$ cat src/rtl/sle_pkg.sv
package sle_pkg;

    localparam int LINE_LEN_DEF = 32;
    localparam int CMDQ_DEPTH   = 2;

    localparam logic [7:0] CH_CR = 8'h0D;
    localparam logic [7:0] CH_LF = 8'h0A;
    localparam logic [7:0] CH_BS = 8'h08;
    localparam logic [7:0] CH_SP = 8'h20;

    typedef logic [1:0] cmd_kind_t;

    localparam cmd_kind_t CMD_CHAR = 2'd0;
    localparam cmd_kind_t CMD_BS   = 2'd1;
    localparam cmd_kind_t CMD_LF   = 2'd2;

    typedef struct packed {
        cmd_kind_t  kind;
        logic [7:0] data;
    } cmd_t;

endpackage

$ cat src/rtl/serial_line_editor_echo.sv
// Channel   Handshake               Payload
// input     push / full             rx_byte
// result    empty / pop             out_kind, out_byte, last
// config    cfg_we (no wait)        cfg_wdata (echo enable)
//
// Results leave through the output register at one per cycle while the
// receiver pops or the register is empty; newline readout takes the line
// bytes from the line store read port. Reset clears the cursor, echo
// enable and all queues; the line store is not cleared. Either side may
// stall at will: the command queue lets the input side keep going while
// results wait, until the queue and the front holding register are full.
module serial_line_editor_echo #(
    parameter int LINE_LEN = sle_pkg::LINE_LEN_DEF
) (
    input  logic       clk,
    input  logic       rst_n,
    input  logic       cfg_we,
    input  logic       cfg_wdata,
    input  logic       push,
    input  logic [7:0] rx_byte,
    output logic       full,
    output logic       out_kind,
    output logic [7:0] out_byte,
    output logic       last,
    output logic       empty,
    input  logic       pop
);
    import sle_pkg::*;

    // front -> queue
    logic f_valid;
    cmd_t f_cmd;
    logic f_ready;

    // queue -> back
    logic q_valid;
    cmd_t q_cmd;
    logic q_take;

    // front: drops NUL and CR, classifies LF / BS / plain character
    sle_front u_front (
        .clk       (clk),
        .rst_n     (rst_n),
        .push      (push),
        .rx_byte   (rx_byte),
        .full      (full),
        .cmd_valid (f_valid),
        .cmd       (f_cmd),
        .cmd_ready (f_ready)
    );

    sle_cmdq u_cmdq (
        .clk        (clk),
        .rst_n      (rst_n),
        .push_valid (f_valid),
        .push_cmd   (f_cmd),
        .push_ready (f_ready),
        .pop_valid  (q_valid),
        .pop_cmd    (q_cmd),
        .pop_take   (q_take)
    );

    // back: line store, cursor, echo sequencing and line readout
    sle_back #(
        .LINE_LEN (LINE_LEN)
    ) u_back (
        .clk       (clk),
        .rst_n     (rst_n),
        .cfg_we    (cfg_we),
        .cfg_wdata (cfg_wdata),
        .cmd_valid (q_valid),
        .cmd       (q_cmd),
        .cmd_take  (q_take),
        .out_kind  (out_kind),
        .out_byte  (out_byte),
        .last      (last),
        .empty     (empty),
        .pop       (pop)
    );

endmodule

$ cat src/rtl/sle_front.sv
module sle_front (
    input  logic          clk,
    input  logic          rst_n,
    input  logic          push,
    input  logic [7:0]    rx_byte,
    output logic          full,
    output logic          cmd_valid,
    output sle_pkg::cmd_t cmd,
    input  logic          cmd_ready
);
    import sle_pkg::*;

    logic hold_valid_reg;
    logic hold_valid_next;
    cmd_t hold_cmd_reg;
    cmd_t cls;
    logic keep;
    logic accept;

    // NUL and CR produce no command at all
    always_comb
    begin
        keep     = (rx_byte != 8'h00) && (rx_byte != CH_CR);
        cls.data = rx_byte;
        priority if (rx_byte == CH_LF)
        begin
            cls.kind = CMD_LF;
        end
        else if (rx_byte == CH_BS)
        begin
            cls.kind = CMD_BS;
        end
        else
        begin
            cls.kind = CMD_CHAR;
        end
    end

    assign full            = hold_valid_reg && !cmd_ready;
    assign accept          = push && !full;
    assign hold_valid_next = accept ? keep : (hold_valid_reg && !cmd_ready);
    assign cmd_valid       = hold_valid_reg;
    assign cmd             = hold_cmd_reg;

    always_ff @(posedge clk or negedge rst_n)
    begin
        if (!rst_n)
        begin
            hold_valid_reg <= 1'b0;
        end
        else
        begin
            hold_valid_reg <= hold_valid_next;
        end
    end

    always_ff @(posedge clk)
    begin
        if (accept)
        begin
            hold_cmd_reg <= cls;
        end
    end

endmodule

$ cat src/rtl/sle_cmdq.sv
module sle_cmdq (
    input  logic          clk,
    input  logic          rst_n,
    input  logic          push_valid,
    input  sle_pkg::cmd_t push_cmd,
    output logic          push_ready,
    output logic          pop_valid,
    output sle_pkg::cmd_t pop_cmd,
    input  logic          pop_take
);
    import sle_pkg::*;

    localparam int AW = $clog2(CMDQ_DEPTH);

    cmd_t            slot_reg [CMDQ_DEPTH];
    logic [AW-1:0]   wr_ptr_reg;
    logic [AW-1:0]   wr_ptr_next;
    logic [AW-1:0]   rd_ptr_reg;
    logic [AW-1:0]   rd_ptr_next;
    logic [AW:0]     count_reg;
    logic [AW:0]     count_next;
    logic            do_push;
    logic            do_pop;

    assign push_ready = (count_reg != (AW+1)'(CMDQ_DEPTH));
    assign pop_valid  = (count_reg != '0);
    assign pop_cmd    = slot_reg[rd_ptr_reg];
    assign do_push    = push_valid && push_ready;
    assign do_pop     = pop_take && pop_valid;

    always_comb
    begin
        wr_ptr_next = do_push ? wr_ptr_reg + 1'b1 : wr_ptr_reg;
        rd_ptr_next = do_pop ? rd_ptr_reg + 1'b1 : rd_ptr_reg;
        count_next  = count_reg;
        if (do_push && !do_pop)
        begin
            count_next = count_reg + 1'b1;
        end
        else if (do_pop && !do_push)
        begin
            count_next = count_reg - 1'b1;
        end
    end

    always_ff @(posedge clk or negedge rst_n)
    begin
        if (!rst_n)
        begin
            wr_ptr_reg <= '0;
            rd_ptr_reg <= '0;
            count_reg  <= '0;
        end
        else
        begin
            wr_ptr_reg <= wr_ptr_next;
            rd_ptr_reg <= rd_ptr_next;
            count_reg  <= count_next;
        end
    end

    always_ff @(posedge clk)
    begin
        if (do_push)
        begin
            slot_reg[wr_ptr_reg] <= push_cmd;
        end
    end

endmodule

$ cat src/rtl/sle_back.sv
module sle_back #(
    parameter int LINE_LEN = sle_pkg::LINE_LEN_DEF
) (
    input  logic          clk,
    input  logic          rst_n,
    input  logic          cfg_we,
    input  logic          cfg_wdata,
    input  logic          cmd_valid,
    input  sle_pkg::cmd_t cmd,
    output logic          cmd_take,
    output logic          out_kind,
    output logic [7:0]    out_byte,
    output logic          last,
    output logic          empty,
    input  logic          pop
);
    import sle_pkg::*;

    localparam int CUR_W = $clog2(LINE_LEN);

    localparam logic [1:0] S_IDLE = 2'd0;
    localparam logic [1:0] S_ECHO = 2'd1;
    localparam logic [1:0] S_LINE = 2'd2;

    localparam logic [1:0] EK_CHAR = 2'd0;
    localparam logic [1:0] EK_BS   = 2'd1;
    localparam logic [1:0] EK_CRLF = 2'd2;

    localparam logic KIND_ECHO = 1'b0;
    localparam logic KIND_LINE = 1'b1;

    localparam logic [CUR_W-1:0] CUR_LAST = CUR_W'(LINE_LEN - 1);

    logic [7:0]       line_mem [LINE_LEN];
    logic [7:0]       rd_data_reg;

    logic [1:0]       state_reg, state_next;
    logic [1:0]       step_reg, step_next;
    logic [1:0]       ekind_reg, ekind_next;
    logic [7:0]       ebyte_reg, ebyte_next;
    logic [CUR_W-1:0] cursor_reg, cursor_next;
    logic [CUR_W-1:0] idx_reg, idx_next;
    logic             echo_en_reg;

    logic             out_valid_reg, out_valid_next;
    logic             out_kind_reg, out_last_reg;
    logic [7:0]       out_byte_reg;

    logic             mem_we;
    logic             can_emit;
    logic             emit;
    logic             emit_kind;
    logic [7:0]       emit_byte;
    logic             emit_last;
    logic [7:0]       echo_byte;
    logic             echo_final;

    assign can_emit = !out_valid_reg || pop;

    always_comb
    begin
        echo_byte  = ebyte_reg;
        echo_final = 1'b0;
        unique case (ekind_reg)
            EK_CHAR:
            begin
                echo_byte  = ebyte_reg;
                echo_final = 1'b1;
            end
            EK_BS:
            begin
                echo_byte  = (step_reg == 2'd1) ? CH_SP : CH_BS;
                echo_final = (step_reg == 2'd2);
            end
            EK_CRLF:
            begin
                echo_byte  = (step_reg == 2'd0) ? CH_CR : CH_LF;
                echo_final = (step_reg == 2'd1);
            end
            default:
            begin
                echo_final = 1'b1;
            end
        endcase
    end

    always_comb
    begin
        state_next  = state_reg;
        step_next   = step_reg;
        ekind_next  = ekind_reg;
        ebyte_next  = ebyte_reg;
        cursor_next = cursor_reg;
        idx_next    = idx_reg;
        mem_we      = 1'b0;
        cmd_take    = 1'b0;
        emit        = 1'b0;
        emit_kind   = KIND_ECHO;
        emit_byte   = 8'h00;
        emit_last   = 1'b0;

        unique case (state_reg)
            S_IDLE:
            begin
                if (cmd_valid)
                begin
                    cmd_take   = 1'b1;
                    step_next  = 2'd0;
                    ebyte_next = cmd.data;
                    unique case (cmd.kind)
                        CMD_CHAR:
                        begin
                            // last slot is overwritten once the line is full
                            mem_we = 1'b1;
                            if (cursor_reg != CUR_LAST)
                            begin
                                cursor_next = cursor_reg + 1'b1;
                            end
                            ekind_next = EK_CHAR;
                            if (echo_en_reg)
                            begin
                                state_next = S_ECHO;
                            end
                        end
                        CMD_BS:
                        begin
                            if (cursor_reg != '0)
                            begin
                                cursor_next = cursor_reg - 1'b1;
                            end
                            ekind_next = EK_BS;
                            if (echo_en_reg)
                            begin
                                state_next = S_ECHO;
                            end
                        end
                        CMD_LF:
                        begin
                            idx_next   = '0;
                            ekind_next = EK_CRLF;
                            if (cursor_reg == '0 || echo_en_reg)
                            begin
                                state_next = S_ECHO;
                            end
                            else
                            begin
                                state_next = S_LINE;
                            end
                        end
                        default:
                        begin
                            state_next = S_IDLE;
                        end
                    endcase
                end
            end
            S_ECHO:
            begin
                if (can_emit)
                begin
                    emit      = 1'b1;
                    emit_kind = KIND_ECHO;
                    emit_byte = echo_byte;
                    emit_last = echo_final && (ekind_reg != EK_CRLF);
                    if (echo_final)
                    begin
                        state_next = (ekind_reg == EK_CRLF) ? S_LINE : S_IDLE;
                    end
                    else
                    begin
                        step_next = step_reg + 1'b1;
                    end
                end
            end
            S_LINE:
            begin
                if (can_emit)
                begin
                    emit      = 1'b1;
                    emit_kind = KIND_LINE;
                    if (idx_reg == cursor_reg)
                    begin
                        // terminator
                        emit_byte   = 8'h00;
                        emit_last   = 1'b1;
                        cursor_next = '0;
                        state_next  = S_IDLE;
                    end
                    else
                    begin
                        emit_byte = rd_data_reg;
                        idx_next  = idx_reg + 1'b1;
                    end
                end
            end
            default:
            begin
                state_next = S_IDLE;
            end
        endcase
    end

    always_comb
    begin
        out_valid_next = out_valid_reg;
        if (emit)
        begin
            out_valid_next = 1'b1;
        end
        else if (pop)
        begin
            out_valid_next = 1'b0;
        end
    end

    always_ff @(posedge clk or negedge rst_n)
    begin
        if (!rst_n)
        begin
            state_reg     <= S_IDLE;
            step_reg      <= 2'd0;
            ekind_reg     <= EK_CHAR;
            cursor_reg    <= '0;
            idx_reg       <= '0;
            echo_en_reg   <= 1'b0;
            out_valid_reg <= 1'b0;
        end
        else
        begin
            state_reg     <= state_next;
            step_reg      <= step_next;
            ekind_reg     <= ekind_next;
            cursor_reg    <= cursor_next;
            idx_reg       <= idx_next;
            out_valid_reg <= out_valid_next;
            if (cfg_we)
            begin
                echo_en_reg <= cfg_wdata;
            end
        end
    end

    // read data is registered from the next index, so it holds the byte at the current index
    always_ff @(posedge clk)
    begin
        if (mem_we)
        begin
            line_mem[cursor_reg] <= ebyte_next;
        end
        rd_data_reg <= line_mem[idx_next];
    end

    always_ff @(posedge clk)
    begin
        ebyte_reg <= ebyte_next;
        if (emit)
        begin
            out_kind_reg <= emit_kind;
            out_byte_reg <= emit_byte;
            out_last_reg <= emit_last;
        end
    end

    assign empty    = !out_valid_reg;
    assign out_kind = out_kind_reg;
    assign out_byte = out_byte_reg;
    assign last     = out_last_reg;

endmodule

$ cat config.mk
export PLATFORM = sky130hd
export DESIGN_NAME = serial_line_editor_echo
export DESIGN_NICKNAME = d
export VERILOG_FILES = /design/src/rtl/sle_pkg.sv /design/src/rtl/serial_line_editor_echo.sv /design/src/rtl/sle_front.sv /design/src/rtl/sle_cmdq.sv /design/src/rtl/sle_back.sv
export SDC_FILE = /design/constraint.sdc
export NUM_CORES = 1
export LEC_CHECK = 0
export ABC_AREA = 1
export BUFFER_PORTS_ARGS = -buffer_cell sky130_fd_sc_hd__buf_4
export CORE_MARGIN = 1
export CORE_UTILIZATION = 63
export DETAILED_ROUTE_END_ITERATION = 6
export PLACE_DENSITY = 0.8
export RECOVER_POWER = 25
export SYNTH_ARGS = -nofsm -noshare
export SYNTH_HDL_FRONTEND = slang
export SYNTH_SLANG_ARGS = --single-unit
$ cat constraint.sdc
create_clock -name clk -period 3.9 [get_ports clk]
set_clock_uncertainty 0.05 [all_clocks]
set_input_delay 0.585 -clock clk [delete_from_list [all_inputs] [get_ports clk]]
set_output_delay 0.585 -clock clk [all_outputs]
set_load 0.01 [all_outputs]
==> out/metrics.yaml <==
placed_cells: 1754
avgViaCountPerCell: 5.958
cts_made_buffers: 36
drv_cap: 0
initial_core_util_pct: 64.26
yosys-top-cells-count: "301 x nand3_1, 296 x edfxtp_1, 237 x nand2_1"
largest_reg_flops: 256
rrSetupSlack_ns: 0.64
pin_count: 26
synth_edf_count: 296
yosys.cell_types.count: 42
grt_max_degree: 129
grt_pass1_wl_um: 56340
violations: "design-rule violations"
reg2reg_from: "u_back.state_reg[0]"
fin_area_um2: 17010
synth_top_area_share_pct: 58.75
tightest_slew_ns: 1.395
drv_slew: 0
synth_warnings: 0
cp_top_family: "buffers and inverters"
cts.sinks: 335
crit_start: "u_back.state_reg[0]"
cp-endpoint: "u_back.line_mem[29][4]"
cts_buffer_depth: 3
fin_crit_sh_pct: 83.63
die_w_um: 157.0
grt_pass1_vias: 10460
hpwl_um: 22000
wl_um: 36800
postSynthCellCount: 1432
cts_tree: "yes"
synth-seq-area-share_pct: 64.67
vias: 10830
overflow: 0
final_nets: 1502
gp_congestion: 0.8809
path_cells: "inv_1 > ha_1 > inv_1 > nor2_1 > buf_4 > nor2_1 > a31oi_1 > buf_4"
synthTopCellsByArea: "edfxtp_1 59%, nand3_1 10%, nand2_1 5.9%, inv_1 5.6%, nand3b_1 4.0%"
cp_max_fo: 25
antenna_found_initial: 0
cp.depth: 8
cp-end-kind: "flop"
crit_buf_inv: 4
hold_viol_final: 0
clock_latency_ns: 0.51
cpPeakStageDelay_ns: 0.90
cts_root_buf: "clkbuf_16"
fillCellCount: 1615
hold_path.class: "in2reg"
min_period_ns: 3.261
syn-num-nets: 1460
placed_area_um2: 15840
fin_ws_ns: 0.6386
rr_worst_depth: 8
synth_most_common_cell: "nand3_1"
drt_first_pass_iters: 7
die_area_um2: 24640
syn2layout_area_growth_pct: 12.43
syn_area_um2: 15130
die_y_um: 157.0
htreeDepth: 2
relSlewSlack_pct: 7.024
synth_area_leader_cell: "edfxtp_1"
r2r_end: "u_back.line_mem[29][4]"
drc_errors: 2
fmax_ghz: 0.3066
pre_cts_ws_ns: 0.8282
cp_slowest_cell: "a31oi_1"
core-area_um2: 23540
setup_tns_ns: 0
synth_flop_cell: "edfxtp_1"
yosys_register_bits: 335
synth_area_per_cell_um2: 10.57
worstSetupStartpointType: "flop"
path_class: "reg2reg"
rows: 56
antenna_cells: 0
async_flop_share_pct: 6.866
drive_gt1_share_pct: 8.879
rsz0062_at_grt: "no"
setup_viol: 0
crit_required_ns: 4.13
port_buffers: 25
status: "finished, violations left"
track_usage_pct: 30.79
initialDrtViolationCount: 1409
clk_pin_slew_worst_paths_ns: 0.06
layout.cells.non_filler: 1817
detail-route-antenna-nets: 0
wire_per_inst_um: 20.25
crit_arrival_ns: 3.49
==> cell usage in the layout (no fill, tap or decap), types with 4 or more instances in the layout <==
cell type / instances
a31oi_1: 5
clkinv_2: 4
o22ai_1: 6
clkbuf_4: 4
xor2_1: 6
buf_12: 4
clkbuf_1: 19
buf_4: 47
edfxtp_1: 296
inv_1: 228
nor2_1: 72
clkbuf_16: 37
ha_1: 13
inv_2: 6
nand3b_1: 80
clkinv_1: 7
dfrtp_1: 23
o21ai_0: 19
nand2_1: 236
a21oi_1: 13
a31oi_4: 5
dfxtp_1: 16
bufinv_16: 9
nand3_1: 302
==> how the worst min path moves through the flow <==
stage                    from                    end  slack [ns]  cells past startpoint
6_report               cfg_we     u_back.echo_en_reg        0.22                      2
3_5_place_dp   u_front.cmd[4]  u_cmdq.slot_reg[1][4]        0.38                      0
2_1_floorplan           rst_n   u_back.cursor_reg[0]        0.24                      0
3_3_place_gp   u_front.cmd[5]  u_cmdq.slot_reg[1][5]        0.37                      0
4_1_cts            rx_byte[5]         u_front.cmd[5]        0.20                      1
5_1_grt            rx_byte[0]         u_front.cmd[0]        0.22                      1
==> cell families after synthesis <==
kind of cell	count (synthesis)	share of synthesized area, %
buffers and inverters	306	8.708
AND/OR/NAND/NOR	704	22.22
XOR/XNOR	8	0.4631
flip-flops	335	64.67
AO/OA/AOI/OAI	65	2.729
adder cells (fa/ha/maj)	14	1.207
==> timing repair <==
action	CTS	global route
hold buffers	1	0
hold endpoints to repair	23	0
buffers inserted	0	0
endpoints found under the setup margin	0	0
resized for setup	0	0
==> metrics by stage <==
| stage | util [%] | hold WS (ns) |
|---|---|---|
| floorplan | - | 0.2394 |
| global placement | 67.28 | 0.3728 |
| detailed placement | 67.28 | 0.3827 |
| CTS | 72.79 | 0.1978 |
| global route | 72.25 | 0.2219 |
| finish | 72.25 | 0.2170 |
==> metal layers <==
layer / up-vias / share of wire (%) / GRT usage (%)
li1: 4915 / - / -
met1: 5161 / 37 / 38.37
met2: 623 / 49 / 51.98
met3: 127 / 9.5 / 6.002
met4: 0 / 4.6 / 14.52
met5: - / 0 / 0
==> layout make-up <==
| cell class | instances | area (um^2) | area share (%) |
|---|---|---|---|
| timing repair buffer | 74 | 541.8 | 3.185 |
| clock buffer | 40 | 947.2 | 5.568 |
| sequential | 335 | 9784 | 57.52 |
| clock inverter | 22 | 340.3 | 2.001 |
| multi-input combinational | 791 | 4110 | 24.16 |
| inverter | 236 | 887.1 | 5.215 |
| tap | 319 | 399.1 | 2.346 |
==> worst register-to-register path, stage by stage, from the launching register on <==
cell and delay, ns:
dfrtp_1 0.40, inv_1 0.09, ha_1 0.30, inv_1 0.17, nor2_1 0.21, buf_4 0.32
nor2_1 0.08, a31oi_1 0.90, buf_4 0.51
Power is not shown: default switching activity piles up to over one toggle a cycle in this logic, so the estimate is an artifact.
